`src/hdl/scdl_pkg.sv`:
```
package scdl_pkg;

  localparam int unsigned CFG_INDEX_W = 3;
  localparam int unsigned CFG_DATA_W  = 16;

  // Register indexes
  localparam logic [CFG_INDEX_W-1:0] REG_TRIP_THRESHOLD     = 3'd0;
  localparam logic [CFG_INDEX_W-1:0] REG_TRIP_DELAY         = 3'd1;
  localparam logic [CFG_INDEX_W-1:0] REG_RECOVER_DELAY      = 3'd2;
  localparam logic [CFG_INDEX_W-1:0] REG_LATCH_LIMIT        = 3'd3;
  localparam logic [CFG_INDEX_W-1:0] REG_LATCH_DECAY_DELAY  = 3'd4;
  localparam logic [CFG_INDEX_W-1:0] REG_LATCH_RECOVER_TIME = 3'd5;
  localparam logic [CFG_INDEX_W-1:0] REG_LATCH_RECOVER_LVL  = 3'd6;
  localparam logic [CFG_INDEX_W-1:0] REG_LATCH_CUR_RECOV_ON = 3'd7;

  // Register reset values
  localparam logic [7:0]         RST_TRIP_THRESHOLD     = 8'd100;
  localparam logic [7:0]         RST_TRIP_DELAY         = 8'd2;
  localparam logic [7:0]         RST_RECOVER_DELAY      = 8'd2;
  localparam logic [7:0]         RST_LATCH_LIMIT        = 8'd3;
  localparam logic [7:0]         RST_LATCH_DECAY_DELAY  = 8'd100;
  localparam logic [7:0]         RST_LATCH_RECOVER_TIME = 8'd150;
  localparam logic signed [15:0] RST_LATCH_RECOVER_LVL  = -16'sd10;
  localparam logic               RST_LATCH_CUR_RECOV_ON = 1'b0;

  typedef enum logic [1:0] {
    MODE_NORMAL = 2'd0,
    MODE_ALERT  = 2'd1,
    MODE_TRIP   = 2'd2
  } mode_t;

  typedef struct packed {
    logic [7:0]         trip_threshold;
    logic [7:0]         trip_delay;
    logic [7:0]         recover_delay;
    logic [7:0]         latch_limit;
    logic [7:0]         latch_decay_delay;
    logic [7:0]         latch_recover_time;
    logic signed [15:0] latch_recover_level;
    logic               latch_current_recovery_on;
  } cfg_t;

  typedef struct packed {
    mode_t      sc_mode;
    logic [7:0] sc_trip_count;
    logic [7:0] sc_recover_count;
    mode_t      latch_mode;
    logic [7:0] latch_event_count;
    logic [7:0] latch_idle_count;
    logic [7:0] latch_recover_count;
  } state_t;

  typedef struct packed {
    logic sc_alert;
    logic sc_fault;
    logic latch_warn;
    logic latch_fault;
  } flags_t;

  // A limit of zero never hits; any other limit hits when the count equals the limit minus one
  function automatic logic count_hits(input logic [7:0] count, input logic [7:0] limit);
    count_hits = (limit != 8'd0) && (count == (limit - 8'd1));
  endfunction

endpackage

```
`src/hdl/short_circuit_discharge_latch.sv`:
```
// Discharge short-circuit protection with a trip-counting latch. Each input beat carries one
// signed current sample and the load-detect bit; each produces exactly one output beat with the
// alert and fault flags of both machines as they stood before that sample was applied. A beat
// waits in the input register, then the state update and the flag result are formed in a
// single pass and written to the output register, so one sample is taken every clock while the
// output side is ready. Write configuration only while the block holds no beat.
module short_circuit_discharge_latch (
  input  logic                                clk,
  input  logic                                rst,
  input  logic                                s_tvalid,
  output logic                                s_tready,
  input  logic [23:0]                         s_tdata,   // current_sample[15:0], load_present
  output logic                                m_tvalid,
  input  logic                                m_tready,
  output logic [7:0]                          m_tdata,   // sc_alert, sc_fault, latch_warn,
                                                         // latch_fault
  input  logic                                cfg_we,
  input  logic [scdl_pkg::CFG_INDEX_W-1:0]    cfg_index,
  input  logic [scdl_pkg::CFG_DATA_W-1:0]     cfg_wdata
);

  scdl_pkg::cfg_t    cfg;
  scdl_pkg::state_t  state;
  scdl_pkg::state_t  state_next;
  scdl_pkg::flags_t  flags;

  logic               in_valid;
  logic signed [15:0] in_sample;
  logic               in_load;
  logic               out_valid;
  logic [3:0]         out_flags;
  logic               advance;

  assign advance  = in_valid && (!out_valid || m_tready);
  assign s_tready = !in_valid || advance;
  assign m_tvalid = out_valid;
  assign m_tdata  = {4'd0, out_flags};

  always_ff @(posedge clk) begin
    if (rst) begin
      cfg.trip_threshold            <= scdl_pkg::RST_TRIP_THRESHOLD;
      cfg.trip_delay                <= scdl_pkg::RST_TRIP_DELAY;
      cfg.recover_delay             <= scdl_pkg::RST_RECOVER_DELAY;
      cfg.latch_limit               <= scdl_pkg::RST_LATCH_LIMIT;
      cfg.latch_decay_delay         <= scdl_pkg::RST_LATCH_DECAY_DELAY;
      cfg.latch_recover_time        <= scdl_pkg::RST_LATCH_RECOVER_TIME;
      cfg.latch_recover_level       <= scdl_pkg::RST_LATCH_RECOVER_LVL;
      cfg.latch_current_recovery_on <= scdl_pkg::RST_LATCH_CUR_RECOV_ON;
    end else if (cfg_we) begin
      case (cfg_index)
        scdl_pkg::REG_TRIP_THRESHOLD:     cfg.trip_threshold      <= cfg_wdata[7:0];
        scdl_pkg::REG_TRIP_DELAY:         cfg.trip_delay          <= cfg_wdata[7:0];
        scdl_pkg::REG_RECOVER_DELAY:      cfg.recover_delay       <= cfg_wdata[7:0];
        scdl_pkg::REG_LATCH_LIMIT:        cfg.latch_limit         <= cfg_wdata[7:0];
        scdl_pkg::REG_LATCH_DECAY_DELAY:  cfg.latch_decay_delay   <= cfg_wdata[7:0];
        scdl_pkg::REG_LATCH_RECOVER_TIME: cfg.latch_recover_time  <= cfg_wdata[7:0];
        scdl_pkg::REG_LATCH_RECOVER_LVL:  cfg.latch_recover_level <= $signed(cfg_wdata);
        scdl_pkg::REG_LATCH_CUR_RECOV_ON: cfg.latch_current_recovery_on <= cfg_wdata[0];
        default: ;
      endcase
    end
  end

  // Input register
  always_ff @(posedge clk) begin
    if (rst) begin
      in_valid <= 1'b0;
    end else if (s_tready) begin
      in_valid <= s_tvalid;
    end
  end

  always_ff @(posedge clk) begin
    if (s_tready && s_tvalid) begin
      in_sample <= $signed(s_tdata[15:0]);
      in_load   <= s_tdata[16];
    end
  end

  scdl_step u_step (
    .cfg            (cfg),
    .cur            (state),
    .current_sample (in_sample),
    .load_present   (in_load),
    .nxt            (state_next),
    .flags          (flags)
  );

  // Commit the step only when its result beat moves into the output register
  always_ff @(posedge clk) begin
    if (rst) begin
      state.sc_mode             <= scdl_pkg::MODE_NORMAL;
      state.sc_trip_count       <= 8'd0;
      state.sc_recover_count    <= 8'd0;
      state.latch_mode          <= scdl_pkg::MODE_NORMAL;
      state.latch_event_count   <= 8'd0;
      state.latch_idle_count    <= 8'd0;
      state.latch_recover_count <= 8'd0;
    end else if (advance) begin
      state <= state_next;
    end
  end

  always_ff @(posedge clk) begin
    if (rst) begin
      out_valid <= 1'b0;
    end else if (advance) begin
      out_valid <= 1'b1;
    end else if (m_tready) begin
      out_valid <= 1'b0;
    end
  end

  always_ff @(posedge clk) begin
    if (advance) begin
      out_flags <= {flags.latch_fault, flags.latch_warn, flags.sc_fault, flags.sc_alert};
    end
  end

endmodule

```
`src/hdl/scdl_step.sv`:
```
module scdl_step (
  input  scdl_pkg::cfg_t      cfg,
  input  scdl_pkg::state_t    cur,
  input  logic signed [15:0]  current_sample,
  input  logic                load_present,
  output scdl_pkg::state_t    nxt,
  output scdl_pkg::flags_t    flags
);

  logic signed [16:0] sample_ext;
  logic signed [16:0] trip_level;
  logic               safe;
  logic               above;

  assign sample_ext = {current_sample[15], current_sample};
  assign trip_level = -$signed({9'd0, cfg.trip_threshold});
  assign safe       = sample_ext >= trip_level;
  assign above      = current_sample >= cfg.latch_recover_level;

  // Short-circuit machine first, then the latch machine on the updated counts
  always_comb begin
    nxt = cur;
    case (cur.sc_mode)
      scdl_pkg::MODE_NORMAL: begin
        if (!safe) begin
          nxt.sc_trip_count = cur.sc_trip_count + 8'd1;
          nxt.sc_mode       = scdl_pkg::MODE_ALERT;
        end else if (cur.latch_event_count != 8'd0) begin
          nxt.latch_idle_count = cur.latch_idle_count + 8'd1;
        end
      end
      scdl_pkg::MODE_ALERT: begin
        if (scdl_pkg::count_hits(cur.sc_trip_count, cfg.trip_delay) && !safe) begin
          nxt.sc_trip_count = 8'd0;
          nxt.sc_mode       = scdl_pkg::MODE_TRIP;
          if (cur.latch_mode != scdl_pkg::MODE_TRIP) begin
            nxt.latch_event_count = cur.latch_event_count + 8'd1;
          end
        end else if (safe) begin
          nxt.sc_trip_count = 8'd0;
          nxt.sc_mode       = scdl_pkg::MODE_NORMAL;
        end else begin
          nxt.sc_trip_count = cur.sc_trip_count + 8'd1;
        end
      end
      default: begin
        if (scdl_pkg::count_hits(cur.sc_recover_count, cfg.recover_delay) && safe) begin
          nxt.sc_recover_count = 8'd0;
          nxt.latch_idle_count = 8'd0;
          nxt.sc_mode          = scdl_pkg::MODE_NORMAL;
        end else if (safe) begin
          nxt.sc_recover_count = cur.sc_recover_count + 8'd1;
        end else begin
          nxt.sc_recover_count = 8'd0;
        end
      end
    endcase

    case (cur.latch_mode)
      scdl_pkg::MODE_NORMAL: begin
        if (nxt.latch_event_count != 8'd0) begin
          nxt.latch_mode = scdl_pkg::MODE_ALERT;
        end
      end
      scdl_pkg::MODE_ALERT: begin
        if (nxt.latch_event_count == cfg.latch_limit) begin
          nxt.latch_event_count = 8'd0;
          nxt.latch_mode        = scdl_pkg::MODE_TRIP;
        end else if (nxt.latch_event_count == 8'd0) begin
          nxt.latch_mode = scdl_pkg::MODE_NORMAL;
        end else if (nxt.latch_idle_count >= cfg.latch_decay_delay) begin
          nxt.latch_event_count = nxt.latch_event_count - 8'd1;
        end
      end
      default: begin
        if (!load_present) begin
          nxt.latch_recover_count = 8'd0;
          nxt.latch_mode          = scdl_pkg::MODE_NORMAL;
        end else if (cfg.latch_current_recovery_on && above &&
                     scdl_pkg::count_hits(cur.latch_recover_count, cfg.latch_recover_time)) begin
          nxt.latch_recover_count = 8'd0;
          nxt.latch_mode          = scdl_pkg::MODE_NORMAL;
        end else if (cfg.latch_current_recovery_on && above) begin
          nxt.latch_recover_count = cur.latch_recover_count + 8'd1;
        end else begin
          nxt.latch_recover_count = 8'd0;
        end
      end
    endcase
  end

  // Report the modes held on entry
  always_comb begin
    flags.sc_alert    = (cur.sc_mode == scdl_pkg::MODE_ALERT);
    flags.sc_fault    = (cur.sc_mode == scdl_pkg::MODE_TRIP);
    flags.latch_warn  = (cur.latch_mode == scdl_pkg::MODE_ALERT);
    flags.latch_fault = (cur.latch_mode == scdl_pkg::MODE_TRIP);
  end

endmodule
```
`config.mk`:
```
export PLATFORM = sky130hd
export DESIGN_NAME = short_circuit_discharge_latch
export DESIGN_NICKNAME = d
export VERILOG_FILES = /design/src/hdl/scdl_pkg.sv /design/src/hdl/short_circuit_discharge_latch.sv /design/src/hdl/scdl_step.sv
export SDC_FILE = /design/constraint.sdc
export NUM_CORES = 1
export LEC_CHECK = 0
export BUFFER_PORTS_ARGS = -buffer_cell sky130_fd_sc_hd__buf_2
export CORE_ASPECT_RATIO = 0.6
export CORE_MARGIN = 2
export CORE_UTILIZATION = 45
export DETAILED_ROUTE_END_ITERATION = 8
export GPL_TIMING_DRIVEN = 0
export PLACE_DENSITY = 0.72
export REMOVE_ABC_BUFFERS = 1
export SLEW_MARGIN = 20
export SYNTH_ARGS = -nofsm -noshare
export SYNTH_HDL_FRONTEND = slang
export SYNTH_SLANG_ARGS = --single-unit
```
`constraint.sdc`:
```
create_clock -name clk -period 11.7 [get_ports clk]
set_input_delay 0.585 -clock clk [delete_from_list [all_inputs] [get_ports clk]]
set_output_delay 0.585 -clock clk [all_outputs]
set_load 0.005 [all_outputs]
```
After elaboration in Yosys (flattened, before gate mapping)
Cells that the tools add are included.
{"block": "word_totals", "ff_bits": 132, "in_bits": 48, "out_inout_bits": 10}
{"block": "op_classes", "addsub": 10, "magnitude_cmp": 3, "n_eq_ne": 21, "mux": 30, "bitwise_logic": 2, "n_reduce_logical": 41}
{"operator": "8-bit two-way mux", "n": 15}
{"operator": "8-bit by 1-bit adder with 8-bit output (second input constant)", "n": 5}
{"operator": "8-bit nonzero test", "n": 5}
{"operator": "8-bit equality test", "n": 4}
{"operator": "8-bit case mux with 2 select lines", "n": 2}
{"operator": "8-bit by 1-bit subtractor with 8-bit output (second input constant)", "n": 4}
{"operator": "10-bit two-way mux", "n": 3}
{"operator": "2-bit AND reduction", "n": 10}
{"operator": "16-bit by 17-bit >= comparator with 1-bit output", "n": 1}
{"operator": "8-bit negation with 17-bit output", "n": 1}
{"operator": "16-bit >= comparator", "n": 1}
{"operator": "3-bit equality test (second input constant)", "n": 4}
{"operator": "2-bit two-way mux", "n": 6}
{"operator": "1-bit logical AND", "n": 9}
{"operator": "8-bit >= comparator", "n": 1}
{"operator": "8-bit logical NOT", "n": 1}
{"operator": "2-bit case mux with 2 select lines", "n": 2}
{"operator": "4-bit AND reduction", "n": 2}
{"operator": "3-bit by 2-bit equality test with 1-bit output (second input constant)", "n": 2}
{"operator": "3-bit by 1-bit != test with 1-bit output (second input constant)", "n": 2}
{"operator": "2-bit by 1-bit equality test with 1-bit output (second input constant)", "n": 2}
{"operator": "2-bit equality test (second input constant)", "n": 2}
{"operator": "2-bit logical NOT", "n": 2}
{"operator": "2-bit != test (second input constant)", "n": 2}
{"operator": "12 further kinds", "n": 19}

Logic depth before layout (Yosys ltp)
Gate-level depths: netlist of run 1.
{"block": "depth", "depth_word": 11, "ltp_mapped": 24, "mapped_depth_nobuf": 24}

By module
Synthesis of run 1 repeated with hierarchy kept, for this count alone.
{"block": "hier_totals", "hier_cells": 1052, "hier_area_um2": 9036.2}
{"mod": "short_circuit_discharge_latch", "instances": 1, "cells_per_inst": 477, "area_per_inst_um2": 5112.4, "seq_area_each_um2": 2852.7}
{"mod": "scdl_step", "instances": 1, "cells_per_inst": 575, "area_per_inst_um2": 3923.8, "seq_area_each_um2": 0.0}

Worst setup path after synthesis of run 1
Ideal clock, no wire load.
{"block": "synth_path", "path_kind": "reg2reg", "from": "register cfg[59] (netlist name)", "to": "register state[21] in the netlist's numbering", "setup_ns": 0.132, "arrival_ns": 5.181, "required_time_ns": 11.568, "setup_slack_ns": 6.387, "path_stages_with_launch": 24, "period_less_slack_ns": 5.313, "cell_sequence": "dfxtp_1 > nor2_1 > nand2_1 > nor3_1 > ha_1 > inv_1 > ha_1 > nand4_1 > nor4_1 > a211oi_1 > o22a_1 > nor4_1 > and4_1 > nor2_1 > mux2_2 > ha_1 > o2111ai_1 > a21oi_1 > o31ai_1 > a21oi_1 > and3_1 > mux2_1 > o31ai_1 > a21oi_1"}
{"item": "end signal: assignment", "line_no": "short_circuit_discharge_latch.sv:100", "rtl": "state <= state_next;"}
{"item": "end: declaration", "line_no": "short_circuit_discharge_latch.sv:23", "rtl": "scdl_pkg::state_t state;"}

==> flow_summary.yaml, run 1 <==
critical_path:
  path_buf_inv: 2
  cp_cell_sequence: "inv_1 -> ha_1 -> inv_1 -> nor4_1 -> ha_1 -> nand4_1 -> nor4_1 -> a211oi_1 -> o22a_1 -> nor4_2 -> and4_1 -> nor2_1 -> mux2_2 -> ha_1 -> o2111ai_1 -> a21oi_1 -> o31ai_1 -> a21oi_1 -> and3_1 -> mux2_1 -> o31ai_1 -> a21oi_1"
  worstPathMaxFanout: 8
  r2r-end: "state[21]"
  worstReg2RegStart: "cfg[57]"
  reg2reg_depth: 22
  r2r_slack_ps: 5070
  slowest_delay_ps: 720
  cp-end-kind: "flip-flop"
  start_kind: "flip-flop"
  worst_ep_arrival_time_ps: 6900
  slowest_stage: "nor4_2"
  critPathTopFamily: "simple AND/OR/NAND/NOR gates"
  crit_required_ps: 11970
  worstSetupPathType: "reg -> reg"
clocking:
  ctsHoldBuffers: 0
  post_cts_buffers: 0
  cts_buffers: 17
  cts-root-buf: "clkbuf_16"
  clk_latency_ps: 430
  cts_tree: "done"
  htreeDepth: 4
  cts_max_path_buffers: 2
  cts_sinks: 132
  clk_pin_slew_ps: 60
  ctsResizeCount: 0
logic_synthesis:
  synth_edf_count: 21
  yosys-top-cells-area: "dfxtp_1 28%, ha_1 8.8%, edfxtp_1 7.9%, nand2_1 6.3%, mux2i_1 4.4%"
  synthTopCellsByCount: "135 x nand2_1, 111 x dfxtp_1, 88 x nor2_1"
  mappedNetlistArea_sq_um: 8000
  netlist_instances: 948
  ys_seq_elements: 132
  synth_flop_cell: "dfxtp_1"
  synth_top_area_share_pct: 27.8
  synth-seq-area-share_pct: 35.7
  synth_area_per_cell_sq_um: 8.44
  ys_types: 77
  synth_most_common_cell: "nand2_1"
  synth_warnings: 0
  yosysTopAreaCell: "dfxtp_1"
  async_reset_ff_share_pct: 0
floorplanning:
  fp.dieH_microns: 107
  die_area_sq_um: 18900
  io-pin-count: 58
  rows: 37
  fp.dieW_microns: 176
  fp.coreArea_sq_um: 17300
  start_util_pct: 46.3
min_path:
  hold_start: "s_tdata[4]"
  holdPathStages: 1
  hp-class: "in -> reg"
  whs_endpoint: "in_sample[4]"
grt:
  antenna_found_initial: 0
  grt_pass1_vias: 6141
  track_usage_pct: 21.7
  grt_pass1_wl_microns: 32100
  grt_max_degree: 65
  gr-total-overflow: 0
sta:
  fin_crit_sh_pct: 56.6
  slew_headroom_pct: 34.2
  fmax_mhz: 151
  rsz0062_at_grt: "false"
  setup_slack_ps: 5070
  fin_skew_ps: 11.5
  hold_violations: 0
  setup_viol: 0
  slew_viol_final: 0
  tightest_slew_ps: 984
  fin_crit_ps: 6630
  setup-tns-final_ps: 0
run_status:
  status: "completed"
pwr:
  p_leak_nw: 3.52
  irDropWorstVdd_uv: 112
  p_seq_share_pct: 44.2
  intPower_mw: 0.812
  p_sw_share_pct: 26.7
  p_switching_mw: 0.296
  combPwrFrac_pct: 10.4
  p_per_area_nw_per_um2: 124
  clock_power_share_pct: 45.4
layout:
  synthToLayoutAreaGrowth_pct: 12.0
  nets: 1080
  drive_gt1_share_pct: 10.2
  diodes: 0
run:
  maxCapViolCount: 0
place:
  globalplace.congestion: 0.921
  dpl.hpwl_microns: 14300
  dp_slack_ps: 5300
  portBuffers: 46
routing:
  wl_per_cell_microns: 16.1
  top_layer: "met4"
  postRouteWirelength_microns: 19700
  wl_met1_microns: 10400
  wl_met2_microns: 7820
  vias: 6931
  viasPerCell: 5.67
  wl_met3_microns: 1240
  drt_iter0_drc: 530
  firstDrtPassIters: 5
  drt.antenna.violating_nets: 0
  drc: 0
[sequential cells by signal, indices dropped and copies added (netlist names)]
register	flops
cfg	65
state	44
in_sample	16
out_flags	4
in_load	1
in_valid	1
m_tvalid	1
[worst max-delay path by stage]
stage	from	endpoint	cells past startpoint	slack [ps]
4_1_cts	cfg[57]	state[21]	22	5170
6_report	cfg[57]	state[21]	22	5070
3_5_place_dp	cfg[57]	state[21]	22	5300
5_1_grt	cfg[59]	state[21]	21	4580
2_1_floorplan	cfg[59]	state[21]	23	6400
3_3_place_gp	cfg[57]	state[21]	22	4950
[cell families after synthesis]
kind of cell               synth area share (%)
buffers and inverters                      4.72
adders and majority gates                  8.76
xor gates and xnor gates                   7.54
muxes                                      4.66
other                                    0.0469
and+or+nand+nor                            24.0
DFF                                        35.7
AOI/OAI and AO/OA                          14.6
[layer usage]
metal	vias up	GRT usage, %
met5	-	0
met4	0	5.96
met2	201	30.2
li1	3430	-
met3	24	4.63
met1	3276	33.3
[metrics by stage]
stage	area (sq um)	power [mW]	util (%)	hold WS [ps]	instances
3_3_place_gp	8350	0.608	48.4	444	1189
2_1_floorplan	7830	0.569	-	430	909
4_1_cts	8960	1.11	51.9	323	1223
3_5_place_dp	8410	0.612	48.7	457	1191
5_1_grt	8960	1.15	51.9	317	1223
6_report	8960	1.11	51.9	329	1223
[power groups by stage]
stage	clock, mW	sequential, mW	combinational, mW
2_1_floorplan	0	0.495	0.0736
4_1_cts	0.510	0.490	0.114
3_5_place_dp	0	0.499	0.113
3_3_place_gp	0	0.499	0.109
6_report	0.503	0.490	0.115
5_1_grt	0.535	0.492	0.128
[placed cells by master, fill, tap and decap left out, drive strengths merged, types with 5 or more instances in the layout]
cell / netlist / final
nand2b: 12 / 12
edfxtp: 21 / 21
nor3: 18 / 18
nor2: 88 / 88
nand3: 25 / 25
and3: 14 / 14
a31oi: 14 / 14
xor2: 34 / 34
nand4: 20 / 20
clkbuf: 34 / 21
a21oi: 51 / 51
nand2: 135 / 135
o211ai: 24 / 24
and4: 5 / 5
xnor2: 34 / 34
a21o: 6 / 6
dfxtp: 111 / 111
clkinv: 2 / 8
nand3b: 13 / 13
inv: 50 / 54
ha: 56 / 56
buf: 8 / 48
o21ai: 28 / 28
nor4: 21 / 21
a211oi: 9 / 9
nor2b: 13 / 13
mux2i: 35 / 35
and2: 5 / 5
[final cells by class]
class	instances	area [sq um]
Fill cell	1568	8310
Tap cell	234	293
Clock buffer	21	482
Multi-Input combinational cell	725	4820
Inverter	52	196
Clock inverter	11	72.6
Timing Repair Buffer	48	249
Sequential cell	132	2850
(Power assumes the default switching activity.)
==> inputs of run 2 (changes only) <==
Settings changed: ABC_AREA from default to 1, PLACE_DENSITY 0.72 to 0.75.
Clock period 11.7 ns to 5.4 ns, I/O delays scaled along.
==> run 2 against run 1 <==
  * Non-clock buffer count rose by 2
  * Worst hold slack worse by 310 ps
  * Count of clock-buffer cells in the layout rose by 4
  * Global-route usage rose by 1.3 points
  * Sequential share of layout area decreased by 0.63 points
  * Fmax rose by 32%
  * Die area fell by 0.12%
  * Critical path depth rose by 10
  * Total power increased by 130%
  * Utilization up 1.0 points
  * Setup slack worse by 4700 ps
  * Flip-flop and latch count unchanged
  * Critical path type unchanged
  * Critical endpoint is now state[20]
==> flow_summary.yaml, run 2 <==
sta:
  setup_viol: 0
  fin_skew_ps: 12.3
  slew_headroom_pct: 44.5
  setup_slack_ps: 372
  fmax_mhz: 199
  hold_violations: 0
  tightest_slew_ps: 831
  fin_crit_sh_pct: 93.1
  fin_crit_ps: 5030
  slew_viol_final: 0
critical_path:
  slowest_stage: "dfxtp_1"
  worstSetupPathType: "reg -> reg"
  start_kind: "flip-flop"
  worstReg2RegStart: "cfg[57]"
  startpoint: "cfg[57]"
  slowest_delay_ps: 360
  worstPathMaxFanout: 6
  worst_ep_arrival_time_ps: 5300
  cp-end-kind: "flip-flop"
  crit_required_ps: 5670
logic_synthesis:
  synthTopCellsByCount: "220 x nand2_1, 144 x inv_1, 116 x nor2_1"
  synth-seq-area-share_pct: 35.7
  mappedNetlistArea_sq_um: 7990
  yosysTopAreaCell: "dfxtp_1"
  synth_area_per_cell_sq_um: 7.23
  ys_seq_elements: 132
  synth_most_common_cell: "nand2_1"
  ys_types: 46
  synth_warnings: 0
  synth_edf_count: 21
  synth_flop_cell: "dfxtp_1"
  netlist_instances: 1105
  yosys-top-cells-area: "dfxtp_1 28%, nand2_1 10%, ha_1 8.8%, edfxtp_1 7.9%, inv_1 6.8%"
  synth_top_area_share_pct: 27.8
  async_reset_ff_share_pct: 0
grt:
  gr-total-overflow: 0
  grt_pass1_wl_microns: 34200
  track_usage_pct: 23.0
  grt_pass1_vias: 6829
  antenna_found_initial: 0
  grt_max_degree: 78
layout:
  final_cells: 1395
  multi_input_area_sq_um: 4550
  largest_registers: "cfg x65, state x44, in_sample x16"
  fin_util_pct: 52.9
  mostFrequentLayoutCell: "nand2_1"
  filler_cell_count: 1585
  largest_reg_flops: 65
  synthToLayoutAreaGrowth_pct: 14.4
  diodes: 0
  nets: 1252
  regMostFlops: "cfg"
  drive_gt1_share_pct: 11.2
  seq_area_sq_um: 2850
  mostFrequentLayoutCells: "220 x nand2_1, 142 x inv_1, 111 x nor2_1, 111 x dfxtp_1, 80 x a21oi_1"
floorplanning:
  fp.coreArea_sq_um: 17300
  die_area_sq_um: 18900
  start_util_pct: 46.3
  fp.dieW_microns: 176
  io-pin-count: 58
  rows: 37
  fp.dieH_microns: 107
routing:
  viasPerCell: 5.28
  drt.antenna.violating_nets: 0
  drt_iter0_drc: 599
  vias: 7371
  postRouteWirelength_microns: 20900
  wl_per_cell_microns: 15.0
  drc: 0
  firstDrtPassIters: 6
pwr:
  p_per_area_nw_per_um2: 281
  irDropWorstVdd_uv: 227
  p_total_mw: 2.57
  p_leak_nw: 4.05
place:
  dpl.hpwl_microns: 15200
  portBuffers: 46
  dp_slack_ps: -170
  place_inst: 1360
  globalplace.congestion: 0.930
clocking:
  cts_max_path_buffers: 2
  ctsHoldBuffers: 0
  clk_latency_ps: 420
  cts_sinks: 132
  clk_pin_slew_ps: 60
  cts_buffers: 17
  cts-root-buf: "clkbuf_16"
  htreeDepth: 4
  cts_tree: "done"
min_path:
  hp-class: "in -> reg"
  hold_start: "s_tdata[15]"
run:
  maxCapViolCount: 0
run_status:
  status: "completed"
[run 2: cell types whose count changed in the layout (fill, tap and decap cells not counted), sizes merged, moves of 6 or more]
cell	change
inv	+96
nand2	+93
nand3	+50
o21ai	+50
nor2	+39
mux2i	-34
a21oi	+29
xnor2	-23
nor4	-18
and3	-14
a31oi	-13
nor2b	-13
nand2b	-12
nand3b	-6
[run 2: layer usage]
metal / share of wire (%) / track usage (%)
met2: 40 / 33.4
met5: 0 / 0
met3: 7.8 / 4.15
met1: 50 / 34.4
met4: 1.9 / 7.14
[run 2: repair_timing]
item                                    4_1_cts  5_1_grt
pin swaps                                     0       10
setup buffers                                 0        3
resized for setup                             3       20
endpoints found under the setup margin        6        8
[run 2: stage by stage]
stage	cell area, sq um	TNS, ps	hold slack, ps
floorplan	7860	0	339
global placement	8390	-83.8	447
detailed placement	8410	-577	449
CTS	9020	0	11.1
global route	9140	-136	10.5
finish	9140	0	18.4
[run 2: final timing paths]
check	endpoint	slack [ps]	cells past startpoint
max reg2reg	state[20]	370	32
min reg2reg	cfg[28]	460	2
min	in_sample[15]	20	1
max	state[20]	370	32
[run 2: cells by family after synthesis]
| family | Yosys count | share of synthesized area [%] |
|---|---|---|
| other | 1 | 0.0469 |
| DFF | 132 | 35.7 |
| muxes | 1 | 0.125 |
| adders and majority gates | 56 | 8.77 |
| and+or+nand+nor | 486 | 27.4 |
| xor gates and xnor gates | 46 | 5.04 |
| buffers and inverters | 182 | 8.92 |
| AOI/OAI and AO/OA | 201 | 14.0 |
[run 2: worst max-delay path: cells and delay by family (launching register included)]
family	cells	cell delay [ps]
xor gates and xnor gates	1	150
AOI/OAI and AO/OA	4	550
DFF	1	360
buffers and inverters	5	390
adders and majority gates	3	740
and+or+nand+nor	19	2670
[run 2: area by class of cell]
class | instances | share of cell area [%]
Multi-Input combinational cell | 794 | 49.8
Sequential cell | 132 | 31.2
Inverter | 153 | 6.31
Clock buffer | 25 | 5.54
Tap cell | 234 | 3.20
Timing Repair Buffer | 50 | 2.93
Clock inverter | 7 | 1.04
[run 2: power by group]
part	leakage, nW	internal [mW]	switching, mW
registers	1.11	1.04	0.0298
clock network	0.293	0.745	0.444
logic	2.65	0.104	0.205
total	4.05	1.89	0.679
